[config.mk]
export PLATFORM = sky130hd
export DESIGN_NAME = k_nearest_to_origin_select_core_flat
export DESIGN_NICKNAME = d
export VERILOG_FILES = /design/src/design/knos_pkg.sv /design/src/design/knos_if.sv /design/src/design/knos_cfg.sv /design/src/design/knos_cell.sv /design/src/design/k_nearest_to_origin_select_core.sv /design/src/flat_wrapper.sv
export VERILOG_INCLUDE_DIRS = /design/src /design/src/design
export SDC_FILE = /design/constraint.sdc
export NUM_CORES = 2
export LEC_CHECK = 0
export BUFFER_PORTS_ARGS = -buffer_cell sky130_fd_sc_hd__buf_2
export CAP_MARGIN = 20
export CORE_MARGIN = 1
export CORE_UTILIZATION = 45
export CTS_CLUSTER_DIAMETER = 150
export DETAILED_ROUTE_END_ITERATION = 10
export GPL_TIMING_DRIVEN = 0
export PLACE_DENSITY = 0.65
export SYNTH_ARGS = -nofsm -noshare
export SYNTH_HDL_FRONTEND = slang
export SYNTH_SLANG_ARGS = --single-unit
[constraint.sdc]
create_clock -name clk -period 13.5 [get_ports clk]
set_input_delay 3.375 -clock clk [delete_from_list [all_inputs] [get_ports clk]]
set_output_delay 3.375 -clock clk [all_outputs]
set_load 0.005 [all_outputs]
[src/design/k_nearest_to_origin_select_core_defines.svh]
// assertion macros used by the core design file
`ifndef K_NEAREST_TO_ORIGIN_SELECT_CORE_DEFINES_SVH
`define K_NEAREST_TO_ORIGIN_SELECT_CORE_DEFINES_SVH

// consequence must hold in the same cycle
`define KNOS_ASSERT_SAME(label, ante, cons, msg) \
	label: assert property (@(posedge clk) disable iff (!arst_n) (ante) |-> (cons)) else $error(msg);

// consequence must hold in the next cycle
`define KNOS_ASSERT_NEXT(label, ante, cons, msg) \
	label: assert property (@(posedge clk) disable iff (!arst_n) (ante) |=> (cons)) else $error(msg);

`endif

[src/design/knos_pkg.sv]
package knos_pkg;

	localparam int DEF_CAPACITY   = 16;
	localparam int DEF_COORD_BITS = 16;

	localparam int KEEP_BITS      = 5;
	localparam int APB_DATA_BITS  = 32;
	localparam int APB_ADDR_BITS  = 3;

	localparam logic [KEEP_BITS-1:0] KEEP_RESET = 5'd1;

	// register index, taken from paddr above the byte offset
	localparam logic [0:0] REG_KEEP_COUNT = 1'b0;

	typedef struct packed {
		logic ins;
		logic valid;
	} cell_ctl_t;

endpackage

[src/design/knos_if.sv]
interface knos_point_if import knos_pkg::*; #(
	parameter int COORD_BITS = DEF_COORD_BITS
);
	logic                         valid;
	logic                         ready;
	logic signed [COORD_BITS-1:0] x_coord;
	logic signed [COORD_BITS-1:0] y_coord;
	logic                         final_point;

	modport source (output valid, output x_coord, output y_coord, output final_point,
		input ready);
	modport sink (input valid, input x_coord, input y_coord, input final_point,
		output ready);
endinterface

interface knos_near_if import knos_pkg::*; #(
	parameter int COORD_BITS = DEF_COORD_BITS
);
	logic                         valid;
	logic                         ready;
	logic signed [COORD_BITS-1:0] near_x;
	logic signed [COORD_BITS-1:0] near_y;
	logic                         run_end;

	modport source (output valid, output near_x, output near_y, output run_end,
		input ready);
	modport sink (input valid, input near_x, input near_y, input run_end,
		output ready);
endinterface

[src/design/knos_cfg.sv]
module knos_cfg import knos_pkg::*; (
	input  logic                     clk,
	input  logic                     arst_n,
	input  logic                     psel,
	input  logic                     penable,
	input  logic                     pwrite,
	input  logic [APB_ADDR_BITS-1:0] paddr,
	input  logic [APB_DATA_BITS-1:0] pwdata,
	output logic [APB_DATA_BITS-1:0] prdata,
	output logic                     pready,
	output logic [KEEP_BITS-1:0]     keep_count
);
	logic [KEEP_BITS-1:0] keep_q;
	logic                 sel_keep;

	assign sel_keep   = (paddr[APB_ADDR_BITS-1:2] == REG_KEEP_COUNT);
	assign pready     = 1'b1;
	assign keep_count = keep_q;

	always_ff @(posedge clk or negedge arst_n) begin
		if (!arst_n) begin
			keep_q <= KEEP_RESET;
		end else if (psel && penable && pwrite && sel_keep) begin
			keep_q <= pwdata[KEEP_BITS-1:0];
		end
	end

	always_comb begin
		prdata = '0;
		if (sel_keep) begin
			prdata = {{(APB_DATA_BITS-KEEP_BITS){1'b0}}, keep_q};
		end
	end

endmodule

[src/design/knos_cell.sv]
module knos_cell import knos_pkg::*; #(
	parameter int COORD_BITS = DEF_COORD_BITS,
	parameter int DIST_BITS  = 2 * DEF_COORD_BITS
) (
	input  logic                         clk,
	input  cell_ctl_t                    ctl,
	input  logic [DIST_BITS-1:0]         new_d,
	input  logic signed [COORD_BITS-1:0] new_x,
	input  logic signed [COORD_BITS-1:0] new_y,
	input  logic                         prev_less,
	input  logic [DIST_BITS-1:0]         prev_d,
	input  logic signed [COORD_BITS-1:0] prev_x,
	input  logic signed [COORD_BITS-1:0] prev_y,
	output logic                         less,
	output logic [DIST_BITS-1:0]         ent_d,
	output logic signed [COORD_BITS-1:0] ent_x,
	output logic signed [COORD_BITS-1:0] ent_y
);
	logic [DIST_BITS-1:0]         d_q;
	logic signed [COORD_BITS-1:0] x_q;
	logic signed [COORD_BITS-1:0] y_q;
	logic                         lt;

	// key order: distance, then x, then y
	always_comb begin
		if (new_d != d_q) begin
			lt = (new_d < d_q);
		end else if (new_x != x_q) begin
			lt = (new_x < x_q);
		end else begin
			lt = (new_y < y_q);
		end
	end

	assign less  = ctl.valid && lt;
	assign ent_d = d_q;
	assign ent_x = x_q;
	assign ent_y = y_q;

	// shift down from the neighbor, or take the new point at its slot
	always_ff @(posedge clk) begin
		if (ctl.ins) begin
			if (prev_less) begin
				d_q <= prev_d;
				x_q <= prev_x;
				y_q <= prev_y;
			end else if (less || !ctl.valid) begin
				d_q <= new_d;
				x_q <= new_x;
				y_q <= new_y;
			end
		end
	end

endmodule

[src/design/k_nearest_to_origin_select_core.sv]
// k nearest points to the origin.
// points (sink): one request per point, x_coord/y_coord signed, final_point
// closes a set. nearest (source): the kept points of a set, farthest first,
// run_end set on the nearest one. The user writes keep_count over the APB
// port (byte address 0) only while the block is idle, which the block does
// not enforce; values above CAPACITY act as CAPACITY, zero keeps nothing
// and a set then gives no result. A point is taken every cycle while the
// input is not held. Each point passes a squaring stage and an adding
// stage, then enters the row of CAPACITY cells, which insert it in key
// order. After a final point the input is held until all kept points have
// moved to the output register; results then leave one per cycle while
// the receiver takes them.
// A stalled receiver holds the output register and stops the read-out; the
// next set's points are accepted again once the last result has been loaded.
// Reset empties the list, sets keep_count to 1 and clears valid and hold.
module k_nearest_to_origin_select_core import knos_pkg::*; #(
	parameter int CAPACITY   = DEF_CAPACITY,
	parameter int COORD_BITS = DEF_COORD_BITS
) (
	input  logic                     clk,
	input  logic                     arst_n,
	knos_point_if.sink               points,
	knos_near_if.source              nearest,
	input  logic                     psel,
	input  logic                     penable,
	input  logic                     pwrite,
	input  logic [APB_ADDR_BITS-1:0] paddr,
	input  logic [APB_DATA_BITS-1:0] pwdata,
	output logic [APB_DATA_BITS-1:0] prdata,
	output logic                     pready
);
	`include "k_nearest_to_origin_select_core_defines.svh"

	localparam int DIST_BITS = 2 * COORD_BITS;
	localparam int CNT_BITS  = $clog2(CAPACITY + 1);
	localparam int IDX_BITS  = (CAPACITY > 1) ? $clog2(CAPACITY) : 1;
	localparam int CMP_BITS  = (CNT_BITS > KEEP_BITS) ? CNT_BITS : KEEP_BITS;

	logic [KEEP_BITS-1:0] keep_count;
	logic [CNT_BITS-1:0]  k_eff;

	logic                         in_acc;
	logic signed [DIST_BITS-1:0]  sqx_c;
	logic signed [DIST_BITS-1:0]  sqy_c;

	logic                         valid_s1;
	logic                         last_s1;
	logic signed [COORD_BITS-1:0] x_s1;
	logic signed [COORD_BITS-1:0] y_s1;
	logic [DIST_BITS-1:0]         sqx_s1;
	logic [DIST_BITS-1:0]         sqy_s1;

	logic                         valid_s2;
	logic                         last_s2;
	logic signed [COORD_BITS-1:0] x_s2;
	logic signed [COORD_BITS-1:0] y_s2;
	logic [DIST_BITS-1:0]         dist_s2;

	logic [CNT_BITS-1:0] fill_q;
	logic [CNT_BITS:0]   fill_inc;
	logic [CNT_BITS-1:0] new_fill;
	logic [CNT_BITS-1:0] cnt_q;
	logic [CNT_BITS-1:0] cnt_dec;
	logic [IDX_BITS-1:0] rd_idx;
	logic                hold_q;
	logic                out_load;

	logic                         out_valid_q;
	logic signed [COORD_BITS-1:0] near_x_q;
	logic signed [COORD_BITS-1:0] near_y_q;
	logic                         run_end_q;

	logic [DIST_BITS-1:0]         ent_d [CAPACITY];
	logic signed [COORD_BITS-1:0] ent_x [CAPACITY];
	logic signed [COORD_BITS-1:0] ent_y [CAPACITY];
	logic                         less_w [CAPACITY];

	knos_cfg u_cfg (
		.clk        (clk),
		.arst_n     (arst_n),
		.psel       (psel),
		.penable    (penable),
		.pwrite     (pwrite),
		.paddr      (paddr),
		.pwdata     (pwdata),
		.prdata     (prdata),
		.pready     (pready),
		.keep_count (keep_count)
	);

	always_comb begin
		if (CMP_BITS'(keep_count) > CMP_BITS'(CAPACITY)) begin
			k_eff = CNT_BITS'(CAPACITY);
		end else begin
			k_eff = CNT_BITS'(keep_count);
		end
	end

	assign points.ready = !hold_q;
	assign in_acc       = points.valid && !hold_q;

	assign sqx_c = points.x_coord * points.x_coord;
	assign sqy_c = points.y_coord * points.y_coord;

	always_ff @(posedge clk) begin
		x_s1    <= points.x_coord;
		y_s1    <= points.y_coord;
		last_s1 <= points.final_point;
		sqx_s1  <= sqx_c;
		sqy_s1  <= sqy_c;
		x_s2    <= x_s1;
		y_s2    <= y_s1;
		last_s2 <= last_s1;
		dist_s2 <= sqx_s1 + sqy_s1;
	end

	// row of insertion cells, nearest at cell 0
	for (genvar i = 0; i < CAPACITY; i++) begin : g_cell
		cell_ctl_t ctl;
		assign ctl.ins   = valid_s2;
		assign ctl.valid = (fill_q > CNT_BITS'(i));

		if (i == 0) begin : g_head
			knos_cell #(.COORD_BITS(COORD_BITS), .DIST_BITS(DIST_BITS)) u_cell (
				.clk       (clk),
				.ctl       (ctl),
				.new_d     (dist_s2),
				.new_x     (x_s2),
				.new_y     (y_s2),
				.prev_less (1'b0),
				.prev_d    ({DIST_BITS{1'b0}}),
				.prev_x    ({COORD_BITS{1'b0}}),
				.prev_y    ({COORD_BITS{1'b0}}),
				.less      (less_w[i]),
				.ent_d     (ent_d[i]),
				.ent_x     (ent_x[i]),
				.ent_y     (ent_y[i])
			);
		end else begin : g_body
			knos_cell #(.COORD_BITS(COORD_BITS), .DIST_BITS(DIST_BITS)) u_cell (
				.clk       (clk),
				.ctl       (ctl),
				.new_d     (dist_s2),
				.new_x     (x_s2),
				.new_y     (y_s2),
				.prev_less (less_w[i-1]),
				.prev_d    (ent_d[i-1]),
				.prev_x    (ent_x[i-1]),
				.prev_y    (ent_y[i-1]),
				.less      (less_w[i]),
				.ent_d     (ent_d[i]),
				.ent_x     (ent_x[i]),
				.ent_y     (ent_y[i])
			);
		end
	end

	assign fill_inc = {1'b0, fill_q} + 1'b1;

	always_comb begin
		if (fill_inc > {1'b0, k_eff}) begin
			new_fill = k_eff;
		end else begin
			new_fill = fill_inc[CNT_BITS-1:0];
		end
	end

	assign cnt_dec  = cnt_q - 1'b1;
	assign rd_idx   = cnt_dec[IDX_BITS-1:0];
	assign out_load = (cnt_q != '0) && (!out_valid_q || nearest.ready);

	always_ff @(posedge clk or negedge arst_n) begin
		if (!arst_n) begin
			valid_s1    <= 1'b0;
			valid_s2    <= 1'b0;
			fill_q      <= '0;
			cnt_q       <= '0;
			hold_q      <= 1'b0;
			out_valid_q <= 1'b0;
		end else begin
			valid_s1 <= in_acc;
			valid_s2 <= valid_s1;

			if (valid_s2) begin
				fill_q <= last_s2 ? '0 : new_fill;
			end

			if (valid_s2 && last_s2) begin
				cnt_q <= new_fill;
			end else if (out_load) begin
				cnt_q <= cnt_dec;
			end

			if (in_acc && points.final_point) begin
				hold_q <= 1'b1;
			end else if ((valid_s2 && last_s2 && new_fill == '0) ||
				(out_load && cnt_q == CNT_BITS'(1))) begin
				hold_q <= 1'b0;
			end

			if (out_load) begin
				out_valid_q <= 1'b1;
			end else if (nearest.ready) begin
				out_valid_q <= 1'b0;
			end
		end
	end

	always_ff @(posedge clk) begin
		if (out_load) begin
			near_x_q  <= ent_x[rd_idx];
			near_y_q  <= ent_y[rd_idx];
			run_end_q <= (cnt_q == CNT_BITS'(1));
		end
	end

	assign nearest.valid   = out_valid_q;
	assign nearest.near_x  = near_x_q;
	assign nearest.near_y  = near_y_q;
	assign nearest.run_end = run_end_q;

	`KNOS_ASSERT_SAME(a_fill_cap, 1'b1, fill_q <= CNT_BITS'(CAPACITY), "fill above capacity")
	`KNOS_ASSERT_SAME(a_drain_holds, cnt_q != '0, hold_q, "read-out with input open")
	`KNOS_ASSERT_SAME(a_final_holds, valid_s2 && last_s2, hold_q && cnt_q == '0, "final point not held")
	`KNOS_ASSERT_NEXT(a_last_out, out_load && cnt_q == CNT_BITS'(1), !hold_q && nearest.run_end, "run end missing")

endmodule

[src/flat_wrapper.sv]
// flat-port wrapper written by rule: the top's interface ports become plain ports
module k_nearest_to_origin_select_core_flat import knos_pkg::*;
#(
	parameter int CAPACITY   = DEF_CAPACITY,
	parameter int COORD_BITS = DEF_COORD_BITS
)
  (clk, arst_n, psel, penable, pwrite, paddr, pwdata, prdata, pready, points_valid, points_x_coord, points_y_coord, points_final_point, points_ready, nearest_valid, nearest_near_x, nearest_near_y, nearest_run_end, nearest_ready);
  knos_point_if #(.COORD_BITS(COORD_BITS)) points_i ();
  knos_near_if #(.COORD_BITS(COORD_BITS)) nearest_i ();
  input  logic clk;
  input  logic arst_n;
  input  logic psel;
  input  logic penable;
  input  logic pwrite;
  input  logic [APB_ADDR_BITS-1:0] paddr;
  input  logic [APB_DATA_BITS-1:0] pwdata;
  output logic [APB_DATA_BITS-1:0] prdata;
  output logic pready;
  input wire logic [$bits(points_i.valid)-1:0] points_valid;
  input wire logic [$bits(points_i.x_coord)-1:0] points_x_coord;
  input wire logic [$bits(points_i.y_coord)-1:0] points_y_coord;
  input wire logic [$bits(points_i.final_point)-1:0] points_final_point;
  output wire logic [$bits(points_i.ready)-1:0] points_ready;
  output wire logic [$bits(nearest_i.valid)-1:0] nearest_valid;
  output wire logic [$bits(nearest_i.near_x)-1:0] nearest_near_x;
  output wire logic [$bits(nearest_i.near_y)-1:0] nearest_near_y;
  output wire logic [$bits(nearest_i.run_end)-1:0] nearest_run_end;
  input wire logic [$bits(nearest_i.ready)-1:0] nearest_ready;
  assign points_i.valid = points_valid;
  assign points_i.x_coord = points_x_coord;
  assign points_i.y_coord = points_y_coord;
  assign points_i.final_point = points_final_point;
  assign points_ready = points_i.ready;
  assign nearest_valid = nearest_i.valid;
  assign nearest_near_x = nearest_i.near_x;
  assign nearest_near_y = nearest_i.near_y;
  assign nearest_run_end = nearest_i.run_end;
  assign nearest_i.ready = nearest_ready;
  k_nearest_to_origin_select_core #(.CAPACITY(CAPACITY), .COORD_BITS(COORD_BITS)) u_core (.clk(clk), .arst_n(arst_n), .points(points_i), .nearest(nearest_i), .psel(psel), .penable(penable), .pwrite(pwrite), .paddr(paddr), .pwdata(pwdata), .prdata(prdata), .pready(pready));
endmodule
-- Word level (Yosys, flattened, before mapping)
Cells that the tools add are included.
- register bits: 1238
- latch bits: 0
- bits in writable memories: 0
- bits in read-only memories: 0
- output and inout port bits: 68
- memories: 0
- $add $sub $neg: 3
- $mul: 2
- divide/modulo/power cells: 0
- order comparisons: 67
- equal/unequal tests: 33
- shift operators: 0
- multiplexer cells: 138
- bitwise gates (word level): 2
- reduce and logical (&&, ||, !) cells: 97
- operators with widths (kind ; number):
    $mux W16 ; 64
    $mux W32 ; 30
    $lt A16 B16 Y1 ; 32
    $lt A32 B32 Y1 ; 16
    $ne A32 B32 Y1 ; 16
    $ne A16 B16 Y1 ; 16
    $bmux W16 S4 ; 2
    $mul A16 B16 Y32 ; 2
    $gt A5 B4 Y1 const B ; 8
    $mux W1 ; 36
    $reduce_bool A2 Y1 ; 18
    $add A32 B32 Y32 ; 1
    $reduce_and A2 Y1 ; 16
    $mux W5 ; 6
    $logic_and A1 B1 Y1 ; 25
    $gt A5 B3 Y1 const B ; 4
    $logic_not A1 Y1 ; 18
    $logic_or A1 B1 Y1 ; 18
    $gt A5 B1 Y1 const B ; 2
    $gt A5 B2 Y1 const B ; 2
    $add A5 B1 Y6 const B ; 1
    $gt A6 B5 Y1 ; 1
    $eq A5 B1 Y1 const B ; 1
    $ge A5 B5 Y1 const B ; 1
    other kinds (6) ; 6

-- Logic depth before layout (Yosys ltp)
- depth after elaboration: 9
- mapped depth: 25
- gate-level depth less buffers: 24

-- By module
A second synthesis with hierarchy kept.
- cell total of the unflattened synthesis: 8690
- area, all modules: 98408.1 um^2
- by module, submodules not included (module ; times used ; cells each ; area an instance (um^2) ; sequential area each (um^2)):
    knos_cell at u_core.g_cell[1].g_body.u_cell ... ; 9 ; 370 ; 4349.2 ; 1921.8
    knos_cell at u_core.g_cell[0].g_head.u_cell ... ; 7 ; 369 ; 4329.2 ; 1921.8
    k_nearest_to_origin_select_core ; 1 ; 2731 ; 28493.6 ; 4504.3
    knos_cfg ; 1 ; 46 ; 467.9 ; 126.4

-- Least setup slack after synthesis
Ideal clock, no wire load.
- path type: input-to-reg
- start: in points_x_coord[5]
- end: reg u_core.sqx_s1[31]
- library setup time: 72 ps
- arrival: 9343 ps
- setup slack: 4085 ps
- stages: 20
- path buffers: 2
- path through: clkbuf_1 -> clkbuf_1 -> nand2_1 -> fa_1 -> inv_1 -> fa_1 -> fa_1 -> fa_1 -> fa_1 -> inv_1 -> fa_1 -> inv_1 -> ha_1 -> a21oi_1 -> o221a_2 -> a211oi_1 -> or4_1 -> a21o_1 -> a21oi_1 -> xnor2_1
- cells in the longest elaborated chain, start to end: 1
- RTL lines (element ; RTL line ; RTL):
    start, declared ; flat_wrapper.sv:20 ; input wire logic [$bits(points_i.x_coord)-1:0] points_x_coord;
    $mul A16 B16 Y32 ; k_nearest_to_origin_select_core.sv:102 ; assign sqx_c = points.x_coord * points.x_coord;
    named net u_core.sqx_c[31] ; k_nearest_to_origin_select_core.sv:43 ; logic signed [DIST_BITS-1:0] sqx_c;
    end signal, assigned ; k_nearest_to_origin_select_core.sv:109 ; sqx_s1 <= sqx_c;
    end, declared ; k_nearest_to_origin_select_core.sv:50 ; logic [DIST_BITS-1:0] sqx_s1;
The timed path passes the listed nets, and every way through them passes these cells.
A chain may end at the register's enable or synchronous reset.

-- Final worst setup path
- start: in points_y_coord[5]
- end: reg u_core.sqy_s1[31]
- cells in the longest elaborated chain, start to end: 1
- RTL lines (element ; RTL line ; RTL):
    start, declared ; flat_wrapper.sv:21 ; input wire logic [$bits(points_i.y_coord)-1:0] points_y_coord;
    $mul A16 B16 Y32 ; k_nearest_to_origin_select_core.sv:103 ; assign sqy_c = points.y_coord * points.y_coord;
    named net u_core.sqy_c[31] ; k_nearest_to_origin_select_core.sv:44 ; logic signed [DIST_BITS-1:0] sqy_c;
    end signal, assigned ; k_nearest_to_origin_select_core.sv:110 ; sqy_s1 <= sqy_c;
    end, declared ; k_nearest_to_origin_select_core.sv:51 ; logic [DIST_BITS-1:0] sqy_s1;
The timed path passes the listed nets, and every way through them passes these cells.

==> impl_metrics.tcl <==
set metrics [dict create \
    cellLeakagePower_nw 48.8 \
    max-vdd-ir-drop_uv 350 \
    grt-ovfl-total 0 \
    crit_slowest_cell "a221oi_1" \
    layout_commonest_cell "inv_1" \
    wl_per_cell_um 26.3 \
    via_per_inst 5.84 \
    reg2reg_slack_ns 6.19 \
    core_area_sq_um 214000 \
    grt_pass1_vias 70916 \
    crit_path_max_incr_delay_ns 0.85 \
    slew_headroom 0.163 \
    grt_max_degree 37 \
    via_count 69731 \
    critical_path_peak_fanout 10 \
    cts_buffers 144 \
    worstMarginPinSlew_ns 1.25 \
    whs_endpoint "u_core.y_s2[2]" \
    drive_gt1_frac 0.178 \
    drtPass1Iterations 6 \
    yosys_warnings 0 \
    hold_buffers 0 \
    initial_core_util 0.453 \
    p_int_mw 17.0 \
    cts_root_buffer "clkbuf_16" \
    min_path_type "flop to flop" \
    crit_path_end_kind "flop" \
    layout_common_cells "1729 x inv_1, 1231 x ha_1, 1057 x edfxtp_1" \
    synth_area_leaders "edfxtp_1 33%, ha_1 16%, mux2_2 9.9%" \
    fin_cells 11931 \
    cts_resized 0 \
    yosys.cell_types.count 86 \
    min_from "u_core.y_s1[2]" \
    max_cap_violations 0 \
    swShare 0.457 \
    comb_power_share 0.650 \
    cp_common_cell "fa_1" \
    synthCells 8589 \
    ff2ff_path_depth 11 \
    finalCritPeriodShare 0.762 \
    holdPathStages 0 \
    skew_ns 0.0422 \
    max_freq_ghz 0.0973 \
    clock_path_buffers 3 \
    grt_pass1_wl_mm 456 \
    postCtsSetupRepairBufs 0 \
    clk_latency_ns 0.83 \
    synth-async-reset-ratio 0.0154 \
    nNetsFinal 10736 \
    worstPathArrival_ns 10.98 \
    rows 170 \
    grt_antenna_before_repair 30 \
    clk_pin_slew_ns 0.06 \
    crit_path_start_kind "input pin" \
    drt-total-wl_mm 314 \
    cp_top_family "adder cells" \
    dp_hpwl_mm 248 \
    synth_edf_count 1057 \
    synth.largest_area_cell "edfxtp_1" \
    yosysSeqAreaShare 0.364 \
    dieArea_sq_um 218000 \
    synth_top_area_frac 0.327 \
    rsz0062_at_grt "false" \
    synth.avg_cell_area_sq_um 11.3 \
    cts_tree "done" \
    hold_viol_final 0 \
    synth_seq_cells 1234 \
    synth.cell_area_sq_um 97100 \
    place_inst 11637 \
    status "complete, no violations" \
    synth_ff_type "edfxtp_1" \
    die_h_um 466 \
    setup_viol 0 \
    track_usage 0.286 \
    pin_count 143 \
    cp.required_ns 14.20 \
    cts.sinks 1234 \
    power_frac_clock 0.128 \
    period_minus_slack_ns 10.28 \
    ant_nets 0 \
    area_growth_syn_to_layout_pct 11.9 \
    port_buffers 85 \
    die_w_um 466 \
    power_density_nw_per_um2 289 \
    cp_cell_sequence "buf_2 > clkbuf_1 > clkbuf_1 > nand2_1 > fa_1 > fa_1 > fa_1 > inv_1 > fa_1 > fa_1 > inv_1 > fa_1 > inv_1 > ha_1 > a21oi_1 > o21ai_0 > a221oi_1 > o21ai_0 > a211oi_1 > o21bai_1 > a21oi_1 > xnor2_1" \
    place.gp.congestion 0.967 \
    p_seq_frac 0.222 \
    crit_buf_inv 6 \
    reg2reg_from "u_core.cnt_q[0]" \
    htreeDepth 4 \
    drc 0 \
    slew_viol_final 0 \
    drt_iter0_drc 6913 \
    r2r_end "u_core.nearest.near_y[0]" \
    switchingPower_mw 14.3 \
    total_power_mw 31.4 \
    utilization 0.507 \
    path_class "input pin to flop" \
]
sequential cells by signal, summed over array words and instances, names as in the netlist, 30 cells and up:
name	count
u_core.g_cell.g_body.u_cell.ent_d	480
u_core.g_cell.g_head.u_cell.ent_d	32
u_core.sqx_s1	30
u_core.g_cell.g_body.u_cell.ent_y	240
u_core.g_cell.g_body.u_cell.ent_x	240
u_core.dist_s2	32
u_core.sqy_s1	30
worst register-to-register path: cells and delay by family, from the launching register on:
kind / cells / cell delay [ns]
adder cells (fa/ha/maj): 1 / 0.41
multiplexers: 2 / 1.10
buffers and inverters: 8 / 5.14
flip-flops: 1 / 0.34
cell usage after synthesis (all sizes together) (10+ instances only):
cell type / n
edfxtp: 1057
and2: 87
nor3: 70
o2111ai: 11
xor2: 30
o31ai: 19
or2: 16
o21bai: 14
a21oi: 298
clkbuf: 168
o221ai: 10
buf: 131
nor4: 39
nand2: 272
fa: 467
mux4: 160
dfxtp: 158
xnor2: 93
nand2b: 55
o211ai: 28
a211oi: 45
nand3: 76
a21o: 240
o31a: 11
and3: 31
dfrtp: 18
nand4: 169
or3: 16
o21ai: 327
a211o: 15
a31oi: 30
a31o: 15
o21a: 64
a2111oi: 15
and4: 20
nor2: 230
o22ai: 15
nor2b: 70
mux2: 908
a221oi: 11
mux2i: 11
inv: 1729
ha: 1231
cell type report:
type / instances / area, sq um
flip-flops and latches: 1234 / 35400
inverters: 1733 / 6500
repair buffers: 202 / 2930
multi-input cells: 5349 / 54100
clock inverters: 64 / 744
plain buffers: 299 / 1410
diodes: 13 / 32.5
well taps: 2838 / 3550
fillers: 18725 / 106000
clock buffers: 199 / 4000
logic make-up after synthesis:
group / Yosys count / share of synthesized area
multiplexers: 1079 / 0.144
adder cells (fa/ha/maj): 1698 / 0.255
other: 2 / 0.0000774
AND/OR/NAND/NOR: 1190 / 0.0634
flip-flops: 1234 / 0.364
buffers and inverters: 2032 / 0.0814
AO/OA/AOI/OAI: 1231 / 0.0810
XOR/XNOR: 123 / 0.0111
power groups by stage:
stage          clock, mW  combinational [mW]  sequential [mW]
6_report            4.02                20.4             6.97
3_3_place_gp           0                18.8             7.40
3_5_place_dp           0                20.0             7.11
2_1_floorplan          0                13.7             6.80
4_1_cts             4.04                20.1             7.04
5_1_grt             4.17                22.3             7.06
per-layer routing:
layer | vias to the layer above | share of wire | global-route usage
met1 | 35135 | 0.39 | 0.356
met3 | 659 | 0.081 | 0.0498
met4 | 16 | 0.053 | 0.144
met2 | 2984 | 0.48 | 0.479
met5 | - | 0.00036 | 0
li1 | 30937 | - | -
through the flow:
stage / hold WS [ns] / setup WS [ns] / TNS [ns] / cell area, sq um
final: 0.328 / 3.22 / 0 / 109000
after global routing: 0.333 / 2.83 / 0 / 109000
after global placement: 0.313 / -0.936 / -88.66 / 101000
after floorplan: 0.310 / 4.08 / 0 / 97200
after detailed placement: 0.312 / 2.41 / 0 / 103000
after CTS: 0.327 / 3.28 / 0 / 108000
worst max-delay path by stage:
stage | start | to | slack, ns | cells past startpoint
2_1_floorplan | points_x_coord[5] | u_core.sqx_s1[31] | 4.08 | 20
3_3_place_gp | u_core.dist_s2[25] | u_core.g_cell[10].g_body.u_cell.ent_d[15] | -0.94 | 12
3_5_place_dp | points_y_coord[5] | u_core.sqy_s1[31] | 2.41 | 22
4_1_cts | points_y_coord[5] | u_core.sqy_s1[31] | 3.28 | 22
5_1_grt | points_x_coord[5] | u_core.sqx_s1[31] | 2.83 | 21
6_report | points_y_coord[5] | u_core.sqy_s1[31] | 3.22 | 22
Note: power is estimated with default switching activity, not from simulation.
